### config.mk
export PLATFORM = sky130hd
export DESIGN_NAME = bounded_ordered_array_engine_core
export DESIGN_NICKNAME = d
export VERILOG_FILES = /design/src/design/boae_pkg.sv /design/src/design/bounded_ordered_array_engine_core.sv /design/src/design/boae_ram.sv /design/src/design/boae_front.sv /design/src/design/boae_back.sv
export SDC_FILE = /design/constraint.sdc
export NUM_CORES = 2
export LEC_CHECK = 0
export BUFFER_PORTS_ARGS = -buffer_cell sky130_fd_sc_hd__buf_2
export CAP_MARGIN = 20
export CORE_ASPECT_RATIO = 1.2
export CORE_MARGIN = 2
export CORE_UTILIZATION = 50
export CTS_CLUSTER_SIZE = 40
export DETAILED_ROUTE_END_ITERATION = 10
export PLACE_DENSITY = 0.74
export SYNTH_ARGS = -nofsm -noshare
export SYNTH_HDL_FRONTEND = slang
export SYNTH_SLANG_ARGS = --single-unit
### constraint.sdc
create_clock -name clk -period 11.1 [get_ports clk]
set_input_delay 0.555 -clock clk [delete_from_list [all_inputs] [get_ports clk]]
set_output_delay 0.555 -clock clk [all_outputs]
set_load 0.005 [all_outputs]
### src/design/boae_pkg.sv
`timescale 1ns / 1ps
// Shared types and constants for the bounded ordered array engine.
// No dependencies; imported by the front, back and top-level modules.
package boae_pkg;

	// Field widths fixed by the stream format
	localparam int REQ_W   = 3;
	localparam int POS_W   = 7;
	localparam int VAL_W   = 32;
	localparam int STAT_W  = 2;
	localparam int FILL_W  = 7;

	// Capacity register reset value
	localparam logic [FILL_W-1:0] CAP_RESET = 7'd64;

	// Request codes as they arrive on the input stream
	typedef enum logic [REQ_W-1:0] {
		REQ_APPEND  = 3'd0,
		REQ_INSERT  = 3'd1,
		REQ_GET     = 3'd2,
		REQ_REPLACE = 3'd3,
		REQ_REMOVE  = 3'd4,
		REQ_POP     = 3'd5
	} req_code_t;

	// Result status codes
	typedef enum logic [STAT_W-1:0] {
		ST_OK    = 2'd0,
		ST_RANGE = 2'd1,
		ST_FULL  = 2'd2
	} status_t;

	// Classified request handed from the front queue to the back end
	typedef struct packed {
		logic              known;
		req_code_t         code;
		logic [POS_W-1:0]  pos;
		logic [VAL_W-1:0]  value;
	} cmd_t;

	// Result word held in the output register
	typedef struct packed {
		status_t            status;
		logic [VAL_W-1:0]   elem;
		logic [FILL_W-1:0]  count;
	} res_t;

endpackage

### src/design/bounded_ordered_array_engine_core.sv
`timescale 1ns / 1ps
// Top level of the bounded ordered array engine.
// Depends on boae_pkg, boae_front, boae_back (and boae_ram below it).
//
// Usage:
//   Requests enter on the s_ stream: s_tuser carries the request code
//   (append, insert, get, replace, remove, pop), s_tdata the position and
//   the element value. Every request produces exactly one result word on
//   the m_ stream: status in m_tuser, element and count in m_tdata.
//   cfg_we/cfg_wdata write the usable capacity; write only while idle.
//   Flow: append, unknown codes and rejected requests complete in the idle
//   state of the back end; get, replace and pop pass through a read state;
//   insert before the end shifts later entries up and then writes the new
//   one, remove reads the element and shifts later entries down, one entry
//   moved per cycle through the single write port of the element RAM. The
//   front queue registers each word ahead of that. The back end handles one request at a time.
//   A two-word queue in front accepts new words while the back end works.
//   If the receiver holds m_tready low, the result stays in the output
//   register and the back end waits; the queue fills and s_tready drops.
//   Reset empties the array and the queue and sets the capacity to 64;
//   RAM contents are not cleared, as only written entries are ever read.
module bounded_ordered_array_engine_core #(
	parameter int CAPACITY   = 64,
	parameter int ELEM_WIDTH = 32
) (
	input  logic        clk,
	input  logic        arst_n,
	input  logic        cfg_we,
	input  logic [6:0]  cfg_wdata,   // [6:0] capacity_in_use
	input  logic        s_tvalid,
	output logic        s_tready,
	input  logic [39:0] s_tdata,     // [6:0] position, [38:7] item_value
	input  logic [2:0]  s_tuser,     // [2:0] req_type
	output logic        m_tvalid,
	input  logic        m_tready,
	output logic [39:0] m_tdata,     // [31:0] element_out, [38:32] count
	output logic [1:0]  m_tuser      // [1:0] status
);
	import boae_pkg::*;

	cmd_t q_cmd;
	logic q_valid;
	logic q_ready;
	res_t res;

	boae_front u_front (
		.clk      (clk),
		.arst_n   (arst_n),
		.s_tvalid (s_tvalid),
		.s_tready (s_tready),
		.s_tdata  (s_tdata),
		.s_tuser  (s_tuser),
		.q_valid  (q_valid),
		.q_ready  (q_ready),
		.q_cmd    (q_cmd)
	);

	boae_back #(
		.CAPACITY   (CAPACITY),
		.ELEM_WIDTH (ELEM_WIDTH)
	) u_back (
		.clk       (clk),
		.arst_n    (arst_n),
		.cfg_we    (cfg_we),
		.cfg_wdata (cfg_wdata),
		.q_valid   (q_valid),
		.q_ready   (q_ready),
		.q_cmd     (q_cmd),
		.res_valid (m_tvalid),
		.res_ready (m_tready),
		.res       (res)
	);

	// Pack the result word
	assign m_tdata = {1'b0, res.count, res.elem};
	assign m_tuser = res.status;

endmodule

### src/design/boae_ram.sv
`timescale 1ns / 1ps
// Generic simple dual-port RAM: one write port, one registered read port.
// No dependencies.
module boae_ram #(
	parameter int WIDTH = 32,
	parameter int DEPTH = 64,
	parameter int AW    = 6
) (
	input  logic             clk,
	input  logic             we,
	input  logic [AW-1:0]    waddr,
	input  logic [WIDTH-1:0] wdata,
	input  logic [AW-1:0]    raddr,
	output logic [WIDTH-1:0] rdata
);

	logic [WIDTH-1:0] mem [DEPTH];

	// Read returns the old contents on a same-address write
	always_ff @(posedge clk) begin
		if (we) begin
			mem[waddr] <= wdata;
		end
		rdata <= mem[raddr];
	end

endmodule

### src/design/boae_front.sv
`timescale 1ns / 1ps
// Front end: accepts request words, classifies the request code and
// queues classified commands for the back end. Depends on boae_pkg.
module boae_front (
	input  logic           clk,
	input  logic           arst_n,
	input  logic           s_tvalid,
	output logic           s_tready,
	input  logic [39:0]    s_tdata,   // [6:0] position, [38:7] item_value
	input  logic [2:0]     s_tuser,   // [2:0] req_type
	output logic           q_valid,
	input  logic           q_ready,
	output boae_pkg::cmd_t q_cmd
);
	import boae_pkg::*;

	localparam int POS_LSB = 0;
	localparam int VAL_LSB = POS_LSB + POS_W;

	cmd_t       buf_q [2];
	logic       wr_q;
	logic       rd_q;
	logic [1:0] cnt_q;
	cmd_t       in_cmd;
	logic       push;
	logic       pop;

	// Classify the incoming request
	always_comb begin
		in_cmd.known = (s_tuser <= REQ_POP);
		in_cmd.code  = in_cmd.known ? req_code_t'(s_tuser) : REQ_APPEND;
		in_cmd.pos   = s_tdata[POS_LSB +: POS_W];
		in_cmd.value = s_tdata[VAL_LSB +: VAL_W];
	end

	assign s_tready = (cnt_q != 2'd2);
	assign q_valid  = (cnt_q != 2'd0);
	assign q_cmd    = buf_q[rd_q];
	assign push     = s_tvalid && s_tready;
	assign pop      = q_valid && q_ready;

	// Two-entry command queue storage
	always_ff @(posedge clk) begin
		if (push) begin
			buf_q[wr_q] <= in_cmd;
		end
	end

	// Queue pointers and occupancy
	always_ff @(posedge clk or negedge arst_n) begin
		if (!arst_n) begin
			wr_q  <= 1'b0;
			rd_q  <= 1'b0;
			cnt_q <= 2'd0;
		end else begin
			if (push) begin
				wr_q <= ~wr_q;
			end
			if (pop) begin
				rd_q <= ~rd_q;
			end
			case ({push, pop})
				2'b10:   cnt_q <= cnt_q + 2'd1;
				2'b01:   cnt_q <= cnt_q - 2'd1;
				default: cnt_q <= cnt_q;
			endcase
		end
	end

endmodule

### src/design/boae_back.sv
`timescale 1ns / 1ps
// Back end: executes queued commands against the element RAM, shifts
// entries for insert/remove and holds the result word. Depends on boae_pkg, boae_ram.
module boae_back #(
	parameter int CAPACITY   = 64,
	parameter int ELEM_WIDTH = 32
) (
	input  logic                          clk,
	input  logic                          arst_n,
	input  logic                          cfg_we,
	input  logic [boae_pkg::FILL_W-1:0]   cfg_wdata,
	input  logic                          q_valid,
	output logic                          q_ready,
	input  boae_pkg::cmd_t                q_cmd,
	output logic                          res_valid,
	input  logic                          res_ready,
	output boae_pkg::res_t                res
);
	import boae_pkg::*;

	localparam int AW      = (CAPACITY > 1) ? $clog2(CAPACITY) : 1;
	localparam int CAP_LIM = (CAPACITY > 127) ? 127 : CAPACITY;
	localparam logic [FILL_W-1:0] CAP_LIM_V = FILL_W'(CAP_LIM);

	typedef enum logic [5:0] {
		S_IDLE    = 6'b000001,
		S_READ    = 6'b000010,
		S_DN_ELEM = 6'b000100,
		S_DN_MOVE = 6'b001000,
		S_UP_MOVE = 6'b010000,
		S_UP_FIN  = 6'b100000
	} state_t;

	state_t                  state_q, state_d;
	logic [FILL_W-1:0]       cap_q;
	logic [FILL_W-1:0]       fill_q, fill_d;
	logic [FILL_W-1:0]       ptr_q, ptr_d;
	logic [POS_W-1:0]        pos_q, pos_d;
	logic [ELEM_WIDTH-1:0]   val_q, val_d;
	logic [ELEM_WIDTH-1:0]   elem_q, elem_d;
	logic                    res_valid_q, res_valid_d;
	res_t                    res_q, res_d;

	logic                    ram_we;
	logic [FILL_W-1:0]       ram_widx;
	logic [ELEM_WIDTH-1:0]   ram_wdata;
	logic [FILL_W-1:0]       ram_ridx;
	logic [ELEM_WIDTH-1:0]   ram_rdata;

	logic [FILL_W-1:0]       cap;
	logic                    full;
	logic                    out_free;
	logic [FILL_W:0]         ptr_p2;
	logic [FILL_W:0]         pos_p1;
	logic [FILL_W-1:0]       ptr_m1;

	boae_ram #(
		.WIDTH (ELEM_WIDTH),
		.DEPTH (CAPACITY),
		.AW    (AW)
	) u_ram (
		.clk   (clk),
		.we    (ram_we),
		.waddr (AW'(ram_widx)),
		.wdata (ram_wdata),
		.raddr (AW'(ram_ridx)),
		.rdata (ram_rdata)
	);

	// Usable capacity and index arithmetic
	assign cap      = (cap_q < CAP_LIM_V) ? cap_q : CAP_LIM_V;
	assign full     = (fill_q >= cap);
	assign out_free = !res_valid_q || res_ready;
	assign ptr_p2   = {1'b0, ptr_q} + (FILL_W+1)'(2);
	assign pos_p1   = {1'b0, pos_q} + (FILL_W+1)'(1);
	assign ptr_m1   = ptr_q - FILL_W'(1);

	assign res_valid = res_valid_q;
	assign res       = res_q;

	// Sequencer: checks, single accesses and one-entry-per-cycle shifts
	always_comb begin
		state_d     = state_q;
		fill_d      = fill_q;
		ptr_d       = ptr_q;
		pos_d       = pos_q;
		val_d       = val_q;
		elem_d      = elem_q;
		res_valid_d = res_valid_q && !res_ready;
		res_d       = res_q;
		ram_we      = 1'b0;
		ram_widx    = fill_q;
		ram_wdata   = val_q;
		ram_ridx    = '0;
		q_ready     = 1'b0;

		case (state_q)
			S_IDLE: begin
				q_ready = out_free;
				if (q_valid && out_free) begin
					pos_d        = q_cmd.pos;
					val_d        = ELEM_WIDTH'(q_cmd.value);
					res_d.status = ST_OK;
					res_d.elem   = '0;
					res_d.count  = fill_q;
					if (!q_cmd.known) begin
						res_valid_d = 1'b1;
					end else begin
						case (q_cmd.code)
							REQ_APPEND: begin
								res_valid_d = 1'b1;
								if (full) begin
									res_d.status = ST_FULL;
								end else begin
									ram_we      = 1'b1;
									ram_widx    = fill_q;
									ram_wdata   = ELEM_WIDTH'(q_cmd.value);
									fill_d      = fill_q + FILL_W'(1);
									res_d.count = fill_q + FILL_W'(1);
								end
							end
							REQ_INSERT: begin
								if (q_cmd.pos > fill_q) begin
									res_valid_d  = 1'b1;
									res_d.status = ST_RANGE;
								end else if (full) begin
									res_valid_d  = 1'b1;
									res_d.status = ST_FULL;
								end else if (q_cmd.pos == fill_q) begin
									res_valid_d = 1'b1;
									ram_we      = 1'b1;
									ram_widx    = q_cmd.pos;
									ram_wdata   = ELEM_WIDTH'(q_cmd.value);
									fill_d      = fill_q + FILL_W'(1);
									res_d.count = fill_q + FILL_W'(1);
								end else begin
									ptr_d    = fill_q;
									ram_ridx = fill_q - FILL_W'(1);
									state_d  = S_UP_MOVE;
								end
							end
							REQ_GET: begin
								if (q_cmd.pos >= fill_q) begin
									res_valid_d  = 1'b1;
									res_d.status = ST_RANGE;
								end else begin
									ram_ridx = q_cmd.pos;
									state_d  = S_READ;
								end
							end
							REQ_REPLACE: begin
								if (q_cmd.pos >= fill_q) begin
									res_valid_d  = 1'b1;
									res_d.status = ST_RANGE;
								end else begin
									// read returns the old value on this same edge
									ram_ridx  = q_cmd.pos;
									ram_we    = 1'b1;
									ram_widx  = q_cmd.pos;
									ram_wdata = ELEM_WIDTH'(q_cmd.value);
									state_d   = S_READ;
								end
							end
							REQ_REMOVE: begin
								if (q_cmd.pos >= fill_q) begin
									res_valid_d  = 1'b1;
									res_d.status = ST_RANGE;
								end else begin
									ram_ridx = q_cmd.pos;
									state_d  = S_DN_ELEM;
								end
							end
							REQ_POP: begin
								if (fill_q == '0) begin
									res_valid_d  = 1'b1;
									res_d.status = ST_RANGE;
								end else begin
									fill_d   = fill_q - FILL_W'(1);
									ram_ridx = fill_q - FILL_W'(1);
									state_d  = S_READ;
								end
							end
							default: begin
								res_valid_d = 1'b1;
							end
						endcase
					end
				end
			end

			// Single read completes: get, replace, pop
			S_READ: begin
				res_valid_d  = 1'b1;
				res_d.status = ST_OK;
				res_d.elem   = VAL_W'(ram_rdata);
				res_d.count  = fill_q;
				state_d      = S_IDLE;
			end

			// Removed element arrives; start moving later entries down, or finish if it was the last
			S_DN_ELEM: begin
				elem_d = ram_rdata;
				if (pos_p1 < {1'b0, fill_q}) begin
					ptr_d    = pos_q;
					ram_ridx = FILL_W'(pos_p1);
					state_d  = S_DN_MOVE;
				end else begin
					fill_d       = fill_q - FILL_W'(1);
					res_valid_d  = 1'b1;
					res_d.status = ST_OK;
					res_d.elem   = VAL_W'(ram_rdata);
					res_d.count  = fill_q - FILL_W'(1);
					state_d      = S_IDLE;
				end
			end

			// slots[ptr] <= slots[ptr+1], next read two ahead
			S_DN_MOVE: begin
				ram_we    = 1'b1;
				ram_widx  = ptr_q;
				ram_wdata = ram_rdata;
				ptr_d     = ptr_q + FILL_W'(1);
				if (ptr_p2 < {1'b0, fill_q}) begin
					ram_ridx = FILL_W'(ptr_p2);
				end else begin
					fill_d       = fill_q - FILL_W'(1);
					res_valid_d  = 1'b1;
					res_d.status = ST_OK;
					res_d.elem   = VAL_W'(elem_q);
					res_d.count  = fill_q - FILL_W'(1);
					state_d      = S_IDLE;
				end
			end

			// slots[ptr] <= slots[ptr-1], walking down to the insert point
			S_UP_MOVE: begin
				ram_we    = 1'b1;
				ram_widx  = ptr_q;
				ram_wdata = ram_rdata;
				if (ptr_m1 > FILL_W'(pos_q)) begin
					ram_ridx = ptr_q - FILL_W'(2);
					ptr_d    = ptr_m1;
				end else begin
					state_d = S_UP_FIN;
				end
			end

			// Drop the new element into the opened slot
			S_UP_FIN: begin
				ram_we       = 1'b1;
				ram_widx     = FILL_W'(pos_q);
				ram_wdata    = val_q;
				fill_d       = fill_q + FILL_W'(1);
				res_valid_d  = 1'b1;
				res_d.status = ST_OK;
				res_d.elem   = '0;
				res_d.count  = fill_q + FILL_W'(1);
				state_d      = S_IDLE;
			end

			default: begin
				state_d = S_IDLE;
			end
		endcase
	end

	// Control state
	always_ff @(posedge clk or negedge arst_n) begin
		if (!arst_n) begin
			state_q     <= S_IDLE;
			cap_q       <= CAP_RESET;
			fill_q      <= '0;
			res_valid_q <= 1'b0;
		end else begin
			state_q     <= state_d;
			fill_q      <= fill_d;
			res_valid_q <= res_valid_d;
			if (cfg_we) begin
				cap_q <= cfg_wdata;
			end
		end
	end

	// Payload registers
	always_ff @(posedge clk) begin
		ptr_q  <= ptr_d;
		pos_q  <= pos_d;
		val_q  <= val_d;
		elem_q <= elem_d;
		res_q  <= res_d;
	end

endmodule

-- Word-level counts from Yosys, hierarchy flattened
Memory sizes are Yosys's and may differ from the RTL's. A register that Yosys moved wholly into a read port is not among the register bits.
Index checks and enable logic that the tools add are counted.
- latch bits: 0
- bits in writable memories: 2134
- ROM bits: 0
- output and inout port bits: 44
- register bits after elaboration: 144
- bits of input ports: 55
- memories kept: 2
- reduce and logical (&&, ||, !) cells: 24
- equal/unequal tests: 34
- bitwise operators: 2
- shift operators: 0
- multiplexer cells: 102
- $mul: 0
- magnitude comparators: 8
- divide/modulo/power cells: 0
- add/sub/neg operators: 9
- memory list (name ; words ; bits a word ; rd ports ; clocked after memory_dff ; wr ports ; line ; text):
    u_back.u_ram.mem ; 64 ; 32 ; 1 ; 1 ; 1 ; boae_ram.sv:17 ; logic [WIDTH-1:0] mem [DEPTH];
    u_front.buf_q ; 2 ; 43 ; 1 ; 0 ; 1 ; boae_front.sv:20 ; cmd_t buf_q [2];
- operators by type and width (cell ; count):
    $mux W32 ; 7
    $pmux W41 S5 ; 1
    $mux W6 ; 26
    $mux W7 ; 19
    $mux W41 ; 3
    $pmux W32 S3 ; 1
    $pmux W6 S4 ; 3
    $pmux W32 S2 ; 1
    $pmux W7 S4 ; 2
    $pmux W6 S3 ; 2
    $mux W1 ; 23
    $pmux W7 S3 ; 1
    $ne A3 B3 Y1 const B ; 6
    $lt A8 B7 Y1 ; 2
    $ne A2 B2 Y1 const B ; 8
    $add A7 B1 Y7 const B ; 2
    $ge A7 B7 Y1 ; 2
    $gt A7 B7 Y1 ; 2
    $pmux W7 S2 ; 1
    $sub A7 B1 Y7 const B ; 2
    $pmux W6 S2 ; 1
    $reduce_and A11 Y1 ; 1
    $reduce_and A9 Y1 ; 1
    $add A7 B1 Y8 const B ; 1
    43 further kinds ; 61

-- Longest topological paths before layout
- word-level depth: 11
- gate-level depth with buffers: 24
- depth with buffers taken out: 17

-- Modules after synthesis
Synthesis repeated with hierarchy kept, for this count alone.
- cell total of the unflattened synthesis: 4624
- area, all modules: 91460.2 um2
- modules (own cells, without submodules) (module ; cells an instance ; instances ; area each (um2) ; sequential area each (um2)):
    boae_ram ; 3511 ; 1 ; 79039.6 ; 62139.6
    boae_back ; 956 ; 1 ; 9057.4 ; 4101.4
    boae_front ; 155 ; 1 ; 3352.0 ; 2682.6
    bounded_ordered_array_engine_core ; 2 ; 1 ; 11.3 ; 0.0

-- Least setup slack after synthesis
No wires, ideal clock.
- kind: reg-to-reg
- from: register u_front.rd_q
- to: memory u_back.u_ram.mem[47][0], enable pin
- setup time: 502 ps
- slack: 3237 ps
- cell stages (with the launch flop): 16
- arrival: 7361 ps
- buffers on the path: 4
- required time: 10598 ps
- path through: dfrtp_1 clkbuf_1 buf_2 buf_1 clkbuf_1 mux2_2 ha_1 nand4_1 nor2_1 a211oi_1 a22oi_1 nor2_2 mux2i_1 a221o_1 or4_1 nor4_1
- RTL lines (item ; line ; text):
    from (decl) ; boae_front.sv:22 ; logic rd_q;
    from (signal assigned) ; boae_front.sv:60 ; rd_q <= ~rd_q;
    to (decl) ; boae_ram.sv:17 ;

==> results.sh <==
export IMPL_status="complete, no violations"
export IMPL_synth_top_area_cell="edfxtp_1"
export IMPL_cts_buffer_depth=3
export IMPL_wl_met2_um=128500
export IMPL_cap_violations=0
export IMPL_synthTopCellsByCount="edfxtp_1 (2253), nand2_1 (1068), nand3_1 (333), a21oi_1 (194), buf_2 (163)"
export IMPL_final_nets=6226
export IMPL_min_delay_start="s_tuser[2]"
export IMPL_yosysSeqAreaShare=0.7489
export IMPL_synthArstFlopShare=0.01082
export IMPL_dp_cells=8287
export IMPL_slew_violations=0
export IMPL_num_rows=172
export IMPL_start_util=0.5031
export IMPL_grtUsageTotal=0.2755
export IMPL_clkTransAtPathRegs_ps=70
export IMPL_cts_setup_buffers=0
export IMPL_pin_count=99
export IMPL_drtAntennaViolNets=0
export IMPL_root_buffer="clkbuf_16"
export IMPL_insertion_delay_ps=880
export IMPL_area_growth_pct=12.50
export IMPL_synth_warnings=0
export IMPL_synth_seq_cells=2310
export IMPL_synth_most_common_cell="edfxtp_1"
export IMPL_grt_pass1_vias=55130
export IMPL_place_congestion=0.8900
export IMPL_cts_htree_levels=4
export IMPL_cts_tree="yes"
export IMPL_ir_drop_v=0.0001929
export IMPL_nFillCells=13480
export IMPL_min_period_ps=7703
export IMPL_syn_nets=6063
export IMPL_critPathKind="register to register"
export IMPL_route_detailed_drc=0
export IMPL_hold_viol_final=0
export IMPL_first_pass_iters=7
export IMPL_power_mw=27.88
export IMPL_synthesis_instances=5965
export IMPL_wl_um=264300
export IMPL_required_ps=11820
export IMPL_met1_length_um=90710
export IMPL_hpwl_um=147100
export IMPL_timing_worst_slew_pin_value_ps=1131
export IMPL_core_area_sq_mm=0.1829
export IMPL_rsz0062_at_grt="no"
export IMPL_cp_arrival_ps=8420
export IMPL_drt_iter0_drc=8773
export IMPL_clkSinkCount=2310
export IMPL_fin_worst_skew_ps=40.58
export IMPL_syn_cell_area_sq_mm=0.09203
export IMPL_synth_main_ff_cell="edfxtp_1"
export IMPL_maxSlewHeadroom=0.2455
export IMPL_max_freq_mhz=129.8
export IMPL_viasPerCell=6.538
export IMPL_synth_area_leaders="edfxtp_1 (74%), nand2_1 (4.4%), mux4_2 (3.4%)"
export IMPL_crit_slowest_cell="a2111oi_1"
export IMPL_routedWlPerCell_um=30.26
export IMPL_grt_overflow=0
export IMPL_register_area_sq_mm=0.06892
export IMPL_dr_wl_met3_um=31970
export IMPL_ys_types=90
export IMPL_chipHeight_um=474.0
export IMPL_die_area_sq_mm=0.1875
export IMPL_crit_fanout=88
export IMPL_p_leak_nw=34.31
export IMPL_syn_avg_cell_area_sq_um=15.43
export IMPL_io_buffers=96
export IMPL_period_share=0.6939
export IMPL_netlist_area_leader_share=0.7352
export IMPL_reg2reg_to="u_back.u_ram.rdata[20]$_DFF_P_"
export IMPL_hold_path_endpoint="u_front.buf_q[0][40]$_DFFE_PP_"
export IMPL_vias=57110
export IMPL_fin_setup_tns_ps=0
export IMPL_synth_edf_count=2253
export IMPL_power_density_mw_per_mm2=269.3
export IMPL_grt_antenna_before_repair=12
export IMPL_grt_max_degree=173
export IMPL_slowest_delay_ps=880
export IMPL_reg2regPathDepth=19
export IMPL_place_area_sq_mm=0.09592
export IMPL_worstHoldPathCells=2
export IMPL_finalSetupViolCount=0
export IMPL_hold_class="input pin to register"
export IMPL_design_area_sq_mm=0.1035
export IMPL_r2r_start="u_front.rd_q$_DFFE_PN0P_"
export IMPL_die_w_um=395.6
export IMPL_worstSetupEndpointType="register"
export IMPL_drive_gt1_frac=0.1442
export IMPL_cts_buffers=200
export IMPL_crit_chain="buf_4 > mux2i_1 > inv_1 > ha_1 > nand4_1 > nor2_1 > inv_1 > ha_1 > nand3_1 > nor4_1 > a221o_2 > nor2_4 > buf_4 > buf_12 > mux4_2 > a22oi_1 > nand2_1 > a2111oi_1 > nand4_1"
export IMPL_r2r_slack_ps=3400
export IMPL_final_cell_count_no_fill=8734
export IMPL_grt_pass1_wl_um=376500
export IMPL_multi_input_comb_area_sq_mm=0.02192
export IMPL_top_layer_used="met5"
export IMPL_start_kind="register"
[final cells by class]
class	instances	area share
Timing Repair Buffer	339	0.02806
Clock inverter	107	0.01200
Clock buffer	262	0.05178
Tap cell	2436	0.02944
Inverter	33	0.001196
Antenna cell	3	0.00007251
Multi-Input combinational cell	3244	0.2117
Sequential cell	2310	0.6657
[metal layers]
layer	GRT usage	up-vias
met2	0.4608	4049
met3	0.05501	755
met1	0.3490	28670
met5	0	-
met4	0.1228	8
li1	-	23620
[repair_timing]
action                                 in CTS  in global routing
setup endpoints to repair                   0                  0
endpoints found under the hold margin     109                  0
resized for setup                           0                  0
hold buffers                               50                  0
[cell families after synthesis]
kind of cell	share of synthesized area
compound gates	0.07395
flops	0.7489
other cells	0.00004075
xor+xnor	0.003807
mux	0.05486
simple gates	0.09161
fa+ha+maj	0.005846
buf+inv	0.02095
[metrics by stage]
| step | worst slack (ps) | hold slack [ps] | utilization |
|---|---|---|---|
| finish | 3397 | 40.68 | 0.5660 |
| global route | 2946 | 41.82 | 0.5660 |
| CTS | 3423 | 0.5576 | 0.5632 |
| detailed placement | 3425 | 478.5 | 0.5244 |
| global placement | 3540 | 476.9 | 0.5244 |
| floorplan | 3237 | 259.4 | - |
[sequential cells by signal, summed over array words and instances (netlist names)]
| name | flops |
|---|---|
| u_back.fill_q | 7 |
| u_back.res_valid | 1 |
| u_back.elem_q | 32 |
| u_front.wr_q | 1 |
| u_front.cnt_q | 2 |
| u_front.rd_q | 1 |
| u_front.buf_q | 86 |
| u_back.cap_q | 7 |
| u_back.pos_q | 7 |
| u_back.u_ram.rdata | 32 |
| u_back.val_q | 32 |
| u_back.u_ram.mem | 2048 |
| u_back.ptr_q | 7 |
| u_back.res | 41 |
| u_back.state_q | 6 |
[cell usage in the layout, fill, tap and decap left out, types with 38 or more instances in the layout]
cell / n
nand2_1: 1062
mux4_2: 140
and3_1: 125
o21ai_0: 62
clkbuf_16: 203
nor2b_1: 39
nand4_1: 46
buf_2: 96
clkbuf_1: 53
nor3_1: 43
buf_12: 38
mux2i_1: 141
edfxtp_1: 2253
dlygate4sd3_1: 50
a22oi_1: 52
a31oi_1: 98
nor2_1: 65
a311oi_1: 67
a21oi_1: 193
a211oi_1: 122
nand3_1: 329
buf_4: 155
a22o_1: 45
nor2_4: 64
mux2_2: 43
ha_1: 43
[how the worst max path moves through the flow]
stage | start | endpoint | slack (ps) | depth (start not counted)
6_report | u_front.rd_q$_DFFE_PN0P_ | u_back.u_ram.rdata[20]$_DFF_P_ | 3400 | 19
4_1_cts | u_front.rd_q$_DFFE_PN0P_ | u_back.u_ram.rdata[20]$_DFF_P_ | 3420 | 19
3_5_place_dp | u_front.rd_q$_DFFE_PN0P_ | u_back.u_ram.rdata[20]$_DFF_P_ | 3420 | 19
5_1_grt | u_front.rd_q$_DFFE_PN0P_ | u_back.u_ram.rdata[20]$_DFF_P_ | 2950 | 19
2_1_floorplan | u_front.rd_q$_DFFE_PN0P_ | u_back.u_ram.mem[47][0]$_DFFE_PP_ | 3240 | 15
3_3_place_gp | u_front.rd_q$_DFFE_PN0P_ | u_back.u_ram.rdata[20]$_DFF_P_ | 3540 | 19
[worst max-delay path, delay by kind of cell, from the launching register on]
kind	cells	cell delay (ps)
buffers and inverters	5	1770
adder cells (fa/ha/maj)	2	570
AO/OA/AOI/OAI	3	1520
multiplexers	2	1170
flip-flops	1	510
AND/OR/NAND/NOR	7	1830
[report_power, final]
group	switching, mW	internal [mW]
registers	0.411	11.9
logic	6.11	2.39
clock network	3.16	3.89
No activity file was read; power rests on OpenSTA's default activity.
